===== src/sv/wma_pkg.sv =====
package wma_pkg;

   localparam int SAMPLE_W       = 10;
   localparam int AVG_W          = 16;
   localparam int DIV_W          = 16;
   localparam int WINDOW_DEFAULT = 8;
   localparam int QUEUE_DEPTH    = 2;

   localparam logic [DIV_W-1:0] DIVISOR_RESET = 16'd36;
   localparam logic [AVG_W-1:0] AVG_MAX       = 16'hFFFF;

   typedef enum logic [0:0] {
      OP_PUSH = 1'b0,
      OP_FILL = 1'b1
   } op_type;

endpackage


===== src/sv/wma_if.sv =====
interface wma_req_if;
   logic                        valid;
   logic                        ready;
   wma_pkg::op_type             operation;
   logic [wma_pkg::SAMPLE_W-1:0] sample;

   modport source (output valid, output operation, output sample, input ready);
   modport sink   (input valid, input operation, input sample, output ready);
endinterface

interface wma_rsp_if;
   logic                      valid;
   logic                      ready;
   logic [wma_pkg::AVG_W-1:0] average;
   logic                      saturated;

   modport source (output valid, output average, output saturated, input ready);
   modport sink   (input valid, input average, input saturated, output ready);
endinterface

interface wma_csr_if;
   logic                      valid;
   logic                      ready;
   logic [wma_pkg::DIV_W-1:0] divisor;

   modport source (output valid, output divisor, input ready);
   modport sink   (input valid, input divisor, output ready);
endinterface


===== src/sv/weighted_moving_average.sv =====
// channel  dir  handshake       payload
// req_if   in   valid/ready     operation (push/fill), sample[9:0]
// rsp_if   out  valid/ready     average[15:0], saturated
// csr_if   in   valid/ready     divisor[15:0]
//
// Front end updates the window and running sums in the cycle an item is taken.
// Back end divides one bit per cycle in a serial divider and takes no new
// item until its result is loaded (SUM_W = 16 bits at WINDOW 8).
// A two-entry queue separates the ends; the result register frees the divider.
// Synchronous reset clears the window to zero and the divisor to 36.
module weighted_moving_average #(
   parameter int WINDOW = wma_pkg::WINDOW_DEFAULT
) (
   input  logic      clock,
   input  logic      reset,
   wma_req_if.sink   req_if,
   wma_rsp_if.source rsp_if,
   wma_csr_if.sink   csr_if
);

   localparam int SAMPLE_MAX = (1 << wma_pkg::SAMPLE_W) - 1;
   localparam int SUM_W      = $clog2(SAMPLE_MAX * WINDOW * (WINDOW + 1) / 2 + 1);

   logic             push_valid, push_ready;
   logic [SUM_W-1:0] push_sum;
   logic             pop_valid, pop_ready;
   logic [SUM_W-1:0] pop_sum;

   wma_front #(
      .WINDOW (WINDOW)
   ) u_front (
      .clock      (clock),
      .reset      (reset),
      .req_if     (req_if),
      .push_valid (push_valid),
      .push_ready (push_ready),
      .push_sum   (push_sum)
   );

   wma_queue #(
      .WIDTH (SUM_W)
   ) u_queue (
      .clock    (clock),
      .reset    (reset),
      .wr_valid (push_valid),
      .wr_ready (push_ready),
      .wr_data  (push_sum),
      .rd_valid (pop_valid),
      .rd_ready (pop_ready),
      .rd_data  (pop_sum)
   );

   wma_back #(
      .WINDOW (WINDOW)
   ) u_back (
      .clock     (clock),
      .reset     (reset),
      .pop_valid (pop_valid),
      .pop_ready (pop_ready),
      .pop_sum   (pop_sum),
      .csr_if    (csr_if),
      .rsp_if    (rsp_if)
   );

endmodule


===== src/sv/wma_front.sv =====
module wma_front #(
   parameter int WINDOW = wma_pkg::WINDOW_DEFAULT
) (
   input  logic              clock,
   input  logic              reset,
   wma_req_if.sink           req_if,
   output logic              push_valid,
   input  logic              push_ready,
   output logic [$clog2(((1 << wma_pkg::SAMPLE_W) - 1) * WINDOW * (WINDOW + 1) / 2 + 1)-1:0]
                             push_sum
);

   localparam int SAMPLE_MAX   = (1 << wma_pkg::SAMPLE_W) - 1;
   localparam int WEIGHT_TOTAL = WINDOW * (WINDOW + 1) / 2;
   localparam int SUM_W        = $clog2(SAMPLE_MAX * WEIGHT_TOTAL + 1);
   localparam int TOT_W        = $clog2(SAMPLE_MAX * WINDOW + 1);

   logic [wma_pkg::SAMPLE_W-1:0] window_ff [WINDOW];
   logic [wma_pkg::SAMPLE_W-1:0] window_in [WINDOW];
   logic [SUM_W-1:0]             wsum_ff, wsum_in;
   logic [TOT_W-1:0]             total_ff, total_in;
   logic                         accept;

   assign req_if.ready = push_ready;
   assign accept       = req_if.valid && push_ready;

   // running sums: shifting drops one of each weight, so S' = S - T + WINDOW*s
   always_comb begin
      window_in = window_ff;
      wsum_in   = wsum_ff;
      total_in  = total_ff;
      case (req_if.operation)
         wma_pkg::OP_PUSH: begin
            for (int i = 0; i < WINDOW - 1; i++) begin
               window_in[i] = window_ff[i + 1];
            end
            window_in[WINDOW - 1] = req_if.sample;
            wsum_in  = wsum_ff - SUM_W'(total_ff)
                     + SUM_W'(WINDOW) * SUM_W'(req_if.sample);
            total_in = total_ff - TOT_W'(window_ff[0]) + TOT_W'(req_if.sample);
         end
         wma_pkg::OP_FILL: begin
            for (int i = 0; i < WINDOW; i++) begin
               window_in[i] = req_if.sample;
            end
            wsum_in  = SUM_W'(WEIGHT_TOTAL) * SUM_W'(req_if.sample);
            total_in = TOT_W'(WINDOW) * TOT_W'(req_if.sample);
         end
         default: begin
            window_in = window_ff;
         end
      endcase
   end

   always_ff @(posedge clock) begin
      if (reset) begin
         for (int i = 0; i < WINDOW; i++) begin
            window_ff[i] <= '0;
         end
         wsum_ff  <= '0;
         total_ff <= '0;
      end else if (accept) begin
         window_ff <= window_in;
         wsum_ff   <= wsum_in;
         total_ff  <= total_in;
      end
   end

   assign push_valid = accept;
   assign push_sum   = wsum_in;

endmodule


===== src/sv/wma_queue.sv =====
module wma_queue #(
   parameter int WIDTH = 20
) (
   input  logic             clock,
   input  logic             reset,
   input  logic             wr_valid,
   output logic             wr_ready,
   input  logic [WIDTH-1:0] wr_data,
   output logic             rd_valid,
   input  logic             rd_ready,
   output logic [WIDTH-1:0] rd_data
);

   localparam int DEPTH = wma_pkg::QUEUE_DEPTH;
   localparam int PTR_W = $clog2(DEPTH);
   localparam int CNT_W = $clog2(DEPTH + 1);

   logic [WIDTH-1:0] data_ff [DEPTH];
   logic [PTR_W-1:0] wr_ptr_ff, wr_ptr_in;
   logic [PTR_W-1:0] rd_ptr_ff, rd_ptr_in;
   logic [CNT_W-1:0] count_ff, count_in;
   logic             do_wr, do_rd;

   assign wr_ready = (count_ff != CNT_W'(DEPTH));
   assign rd_valid = (count_ff != '0);
   assign rd_data  = data_ff[rd_ptr_ff];
   assign do_wr    = wr_valid && wr_ready;
   assign do_rd    = rd_valid && rd_ready;

   always_comb begin
      wr_ptr_in = wr_ptr_ff;
      rd_ptr_in = rd_ptr_ff;
      count_in  = count_ff;
      if (do_wr) begin
         wr_ptr_in = (wr_ptr_ff == PTR_W'(DEPTH - 1)) ? '0 : wr_ptr_ff + 1'b1;
      end
      if (do_rd) begin
         rd_ptr_in = (rd_ptr_ff == PTR_W'(DEPTH - 1)) ? '0 : rd_ptr_ff + 1'b1;
      end
      if (do_wr && !do_rd) begin
         count_in = count_ff + 1'b1;
      end else if (do_rd && !do_wr) begin
         count_in = count_ff - 1'b1;
      end
   end

   always_ff @(posedge clock) begin
      if (reset) begin
         wr_ptr_ff <= '0;
         rd_ptr_ff <= '0;
         count_ff  <= '0;
      end else begin
         wr_ptr_ff <= wr_ptr_in;
         rd_ptr_ff <= rd_ptr_in;
         count_ff  <= count_in;
      end
   end

   always_ff @(posedge clock) begin
      if (do_wr) begin
         data_ff[wr_ptr_ff] <= wr_data;
      end
   end

endmodule


===== src/sv/wma_back.sv =====
module wma_back #(
   parameter int WINDOW = wma_pkg::WINDOW_DEFAULT
) (
   input  logic              clock,
   input  logic              reset,
   input  logic              pop_valid,
   output logic              pop_ready,
   input  logic [$clog2(((1 << wma_pkg::SAMPLE_W) - 1) * WINDOW * (WINDOW + 1) / 2 + 1)-1:0]
                             pop_sum,
   wma_csr_if.sink           csr_if,
   wma_rsp_if.source         rsp_if
);

   localparam int SAMPLE_MAX = (1 << wma_pkg::SAMPLE_W) - 1;
   localparam int SUM_W      = $clog2(SAMPLE_MAX * WINDOW * (WINDOW + 1) / 2 + 1);
   localparam int CNT_W      = $clog2(SUM_W + 1);
   localparam int DIV_W      = wma_pkg::DIV_W;
   localparam int AVG_W      = wma_pkg::AVG_W;
   localparam int EXT_W      = SUM_W + AVG_W;

   typedef enum logic [1:0] {
      ST_IDLE,
      ST_DIV,
      ST_DONE
   } state_type;

   state_type        state_ff;
   logic [DIV_W-1:0] divisor_ff;
   logic [SUM_W-1:0] quot_ff;
   logic [DIV_W-1:0] rem_ff;
   logic [CNT_W-1:0] cnt_ff;
   logic             rsp_valid_ff;
   logic [AVG_W-1:0] average_ff;
   logic             saturated_ff;

   logic [DIV_W:0]   rem_shift;
   logic [DIV_W:0]   rem_diff;
   logic             rem_ge;
   logic [EXT_W-1:0] quot_ext;
   logic             over;
   logic             out_free;
   logic             out_load;

   // one quotient bit per cycle, restoring
   assign rem_shift = {rem_ff, quot_ff[SUM_W-1]};
   assign rem_ge    = rem_shift >= {1'b0, divisor_ff};
   assign rem_diff  = rem_shift - {1'b0, divisor_ff};
   assign quot_ext  = EXT_W'(quot_ff);
   assign over      = (divisor_ff == '0) || (quot_ext > EXT_W'(wma_pkg::AVG_MAX));
   assign out_free  = !rsp_valid_ff || rsp_if.ready;
   assign out_load  = (state_ff == ST_DONE) && out_free;

   assign pop_ready        = (state_ff == ST_IDLE);
   assign csr_if.ready     = 1'b1;
   assign rsp_if.valid     = rsp_valid_ff;
   assign rsp_if.average   = average_ff;
   assign rsp_if.saturated = saturated_ff;

   always_ff @(posedge clock) begin
      if (reset) begin
         state_ff     <= ST_IDLE;
         divisor_ff   <= wma_pkg::DIVISOR_RESET;
         rsp_valid_ff <= 1'b0;
         cnt_ff       <= '0;
      end else begin
         if (csr_if.valid) begin
            divisor_ff <= csr_if.divisor;
         end
         if (out_load) begin
            rsp_valid_ff <= 1'b1;
         end else if (rsp_valid_ff && rsp_if.ready) begin
            rsp_valid_ff <= 1'b0;
         end
         case (state_ff)
            ST_IDLE: begin
               if (pop_valid) begin
                  quot_ff  <= pop_sum;
                  rem_ff   <= '0;
                  cnt_ff   <= CNT_W'(SUM_W);
                  state_ff <= ST_DIV;
               end
            end
            ST_DIV: begin
               quot_ff <= {quot_ff[SUM_W-2:0], rem_ge};
               rem_ff  <= rem_ge ? rem_diff[DIV_W-1:0] : rem_shift[DIV_W-1:0];
               cnt_ff  <= cnt_ff - 1'b1;
               if (cnt_ff == CNT_W'(1)) begin
                  state_ff <= ST_DONE;
               end
            end
            ST_DONE: begin
               if (out_free) begin
                  average_ff   <= over ? wma_pkg::AVG_MAX : quot_ext[AVG_W-1:0];
                  saturated_ff <= over;
                  state_ff     <= ST_IDLE;
               end
            end
            default: begin
               state_ff <= ST_IDLE;
            end
         endcase
      end
   end

endmodule

===== src/flat_wrapper.sv =====
// flat-port wrapper written by rule: the top's interface ports become plain ports
module weighted_moving_average_flat 
#(
   parameter int WINDOW = wma_pkg::WINDOW_DEFAULT
)
  (clock, reset, req_if_valid, req_if_operation, req_if_sample, req_if_ready, rsp_if_valid, rsp_if_average, rsp_if_saturated, rsp_if_ready, csr_if_valid, csr_if_divisor, csr_if_ready);
  wma_req_if req_if_i ();
  wma_rsp_if rsp_if_i ();
  wma_csr_if csr_if_i ();
  input  logic clock;
  input  logic reset;
  input wire logic [$bits(req_if_i.valid)-1:0] req_if_valid;
  input wire logic [$bits(req_if_i.operation)-1:0] req_if_operation;
  input wire logic [$bits(req_if_i.sample)-1:0] req_if_sample;
  output wire logic [$bits(req_if_i.ready)-1:0] req_if_ready;
  output wire logic [$bits(rsp_if_i.valid)-1:0] rsp_if_valid;
  output wire logic [$bits(rsp_if_i.average)-1:0] rsp_if_average;
  output wire logic [$bits(rsp_if_i.saturated)-1:0] rsp_if_saturated;
  input wire logic [$bits(rsp_if_i.ready)-1:0] rsp_if_ready;
  input wire logic [$bits(csr_if_i.valid)-1:0] csr_if_valid;
  input wire logic [$bits(csr_if_i.divisor)-1:0] csr_if_divisor;
  output wire logic [$bits(csr_if_i.ready)-1:0] csr_if_ready;
  assign req_if_i.valid = req_if_valid;
  assign req_if_i.operation = req_if_operation;
  assign req_if_i.sample = req_if_sample;
  assign req_if_ready = req_if_i.ready;
  assign rsp_if_valid = rsp_if_i.valid;
  assign rsp_if_average = rsp_if_i.average;
  assign rsp_if_saturated = rsp_if_i.saturated;
  assign rsp_if_i.ready = rsp_if_ready;
  assign csr_if_i.valid = csr_if_valid;
  assign csr_if_i.divisor = csr_if_divisor;
  assign csr_if_ready = csr_if_i.ready;
  weighted_moving_average #(.WINDOW(WINDOW)) u_core (.clock(clock), .reset(reset), .req_if(req_if_i), .rsp_if(rsp_if_i), .csr_if(csr_if_i));
endmodule

===== config.mk =====
export PLATFORM = sky130hd
export DESIGN_NAME = weighted_moving_average_flat
export DESIGN_NICKNAME = d
export VERILOG_FILES = /design/src/sv/wma_pkg.sv /design/src/sv/wma_if.sv /design/src/sv/weighted_moving_average.sv /design/src/sv/wma_front.sv /design/src/sv/wma_queue.sv /design/src/sv/wma_back.sv /design/src/flat_wrapper.sv
export SDC_FILE = /design/constraint.sdc
export NUM_CORES = 1
export LEC_CHECK = 0
export ABC_AREA = 1
export BUFFER_PORTS_ARGS = -buffer_cell sky130_fd_sc_hd__buf_2
export CAP_MARGIN = 20
export CORE_UTILIZATION = 65
export DETAILED_ROUTE_END_ITERATION = 6
export GPL_ROUTABILITY_DRIVEN = 0
export PLACE_DENSITY = 0.84
export SKIP_CTS_REPAIR_TIMING = 1
export SYNTH_ARGS = -nofsm -noshare
export SYNTH_HDL_FRONTEND = slang
export SYNTH_SLANG_ARGS = --single-unit
export TNS_END_PERCENT = 100

===== constraint.sdc =====
create_clock -name clock -period 6.9 [get_ports clock]
set_clock_uncertainty 0.2 [all_clocks]
set_input_delay 2.07 -clock clock [delete_from_list [all_inputs] [get_ports clock]]
set_output_delay 2.07 -clock clock [all_outputs]
set_load 0.01 [all_outputs]

==> metrics <==
RSZ-0062 raised after global routing=false; DR vias/cell=5.57; Netlist Area Pre-Place=0.0120 mm^2; WP data required=7.14 ns; type of destination of the critical path=register; Avg WL per Cell=14.7 um; width of the die=138 um; Mapped Cells=1544; CTS buffer count=23; first-pass GRT wire length=43.5 mm; cell area power density=423 mW/mm^2; flop2flop setup slack=3.81 ns; most common cell in the netlist=nand2_1; Synth area leaders=dfxtp_1 (23%), edfxtp_1 (20%), nand2_1 (10%); antenna violations before repair=0; CP startpoint kind=input pin; first-pass iteration count of the detailed router=5; reg-to-reg startpoint=u_core.u_queue.count_ff[0]; DR iter-0 viols=889; Initial Util=0.666; Worst Setup SP=req_if_valid; clk_lat worst skew=0.51 ns; num rows=49; crit-path max FO=62; f_max=241 MHz; All-Layer GR Usage=0.288; Crit Path Category=input pin to register; setup violators final=0; cell family with most CP delay=buffers and inverters; number of synthesized flops with an enable pin=81; worst-path cell chain=buf_2, nand2_2, inv_2, buf_4, o21ai_0, a21oi_1; WP depth=6; CTS Buffer Depth=3; die area=0.0190 mm^2; Final Util=0.729; critical path buffer and inverter count=3; outcome=completed; Least-Margin Pin Slew=0.970 ns; reg-to-reg endpoint=u_core.u_front.window_ff[25]; H-Tree Depth=1; number of global-route vias before repair=9304; count of cell types in the netlist=44; Area Growth Syn to Fin=9.52%; CP arrival=4.38 ns; Worst setup endpoint=u_core.u_front.window_ff[25]; Die Y=138 um; Max-Slew Margin vs Limit=0.352; final worst-path cycle share=0.601; final setup TNS=0 ns; syn_nets=1662; Hold Violations, Final=0; worst stage delay on the critical path=0.79 ns; post-DP HPWL=18.6 mm; n_diodes=0; Placeable Area=0.0180 mm^2; clk sinks=219; post-synth top area share=0.230; Post-synth top cells=nand2_1 (329), inv_1 (253), a21oi_1 (157); post-route ant nets=0; Yosys reg bits=219; average cell area after synthesis=7.77 um^2; min Tclk post-route=4.14 ns; FFs w/ async S/R, synth=0; total number of vias=10.1k; area leader, netlist=dfxtp_1; hold_sp=u_core.u_front.window_ff[28]; I/O Buffers=50; final net count=1688; LEAKAGE=6.12 nW; CTS tree=yes; # Max-Cap Violations=0; number of remaining DRC errors=0; largest net degree at the start of global routing=65; Top FF cell, synth=dfxtp_1; I/O Pins=52; final slew viol count=0; clock slew at reported path FFs=0.06 ns; final wirelength=26.7 mm; Crit-path slowest cell=inv_2; sequential fraction of the synthesis area=0.433; GRT Residual Overflow=0; Worst VDD drop=0.000318 V; YS warnings=0; Hold Crit Class=register to register; fraction of layout cells with a size suffix above 1=0.0832; CTS root buf=clkbuf_16; fillers=1387; Reg2Reg Depth=7
-- power by group --
group	switching, mW	internal, mW	total (mW)
Clock	0.510	0.769	1.28
Sequential	0.168	1.75	1.92
Combinational	1.55	0.824	2.37
Total	2.22	3.34	5.57
-- final cells by class --
cell class              instances  area [um^2]  area share
multi-input cells            1010         5590       0.425
flip-flops and latches        219         5190       0.395
inverters                     257          965      0.0734
clock buffers                  33          684      0.0521
repair buffers                 59          322      0.0245
well taps                     229          287      0.0218
clock inverters                 8          109     0.00828
-- logic make-up (layout without fill, tap and decap cells) --
group | Yosys count | after routing | share of synthesized area
AOI/OAI and AO/OA | 344 | 344 | 0.152
xor gates and xnor gates | 13 | 13 | 0.00949
adders and majority gates | 86 | 86 | 0.104
buffers and inverters | 315 | 357 | 0.103
DFF | 219 | 219 | 0.433
muxes | 1 | 1 | 0.000834
other | 1 | 1 | 0.000312
and+or+nand+nor | 565 | 565 | 0.198
-- stage by stage --
step                      cells  total power [mW]  worst slack [ns]  instance area [um^2]  hold slack, ns
final                      1815              5.57              2.76                 13100           0.262
after global routing       1815              5.99              2.56                 13100           0.282
after CTS                  1814              5.54              2.80                 13100           0.259
after detailed placement   1773              4.25              2.28                 12300           0.247
after global placement     1773              4.14              2.35                 12300           0.232
after floorplan            1544              3.74              2.46                 12000           0.226
-- metal layers --
| layer | part of all wire | global-route usage | wire length [um] |
|---|---|---|---|
| met5 | 0 | 0 | 0 |
| met2 | 0.48 | 0.487 | 12700 |
| met1 | 0.45 | 0.391 | 12000 |
| met4 | 0.021 | 0.0833 | 564 |
| met3 | 0.055 | 0.0318 | 1460 |
-- layout by cell type (no fill, tap or decap), types with 15 or more instances in the layout --
master,n
a21oi_1,157
buf_2,50
clkbuf_16,24
dfxtp_1,138
edfxtp_1,81
fa_1,23
ha_1,63
inv_1,252
nand2_1,329
nand3_1,71
nor2_1,109
o211ai_1,15
o21ai_0,147
-- sequential cells by signal, summed over array words and instances, names as in the netlist, named ones only --
| register | count |
|---|---|
| u_core.u_queue.count_ff | 2 |
| u_core.u_front.total_ff | 13 |
| u_core.u_back.rsp_if.valid | 1 |
| u_core.u_front.window_ff | 80 |
| u_core.u_back.rem_ff | 16 |
| u_core.u_front.wsum_ff | 16 |
| u_core.u_queue.rd_ptr_ff | 1 |
| u_core.u_back.state_ff | 2 |
| u_core.u_back.divisor_ff | 16 |
| u_core.u_back.cnt_ff | 5 |
| u_core.u_back.quot_ff | 16 |
| u_core.u_back.rsp_if.average | 16 |
| u_core.u_queue.wr_ptr_ff | 1 |
| u_core.u_queue.data_ff | 32 |
| u_core.u_back.rsp_if.saturated | 1 |
-- worst min-delay path by stage --
stage | to | depth (start not counted)
after global routing | u_core.u_front.window_ff[57] | 2
after detailed placement | register | 1
final | u_core.u_front.window_ff[38] | 2
after floorplan | register | 1
after CTS | register | 1
after global placement | register | 1
-- tightest hold or removal path, stage by stage, from the launching register on --
cell	delay, ns
dfxtp_1	0.31
nand2_1	0.06
a21oi_1	0.05
Note: power is estimated with default switching activity, not from simulation.
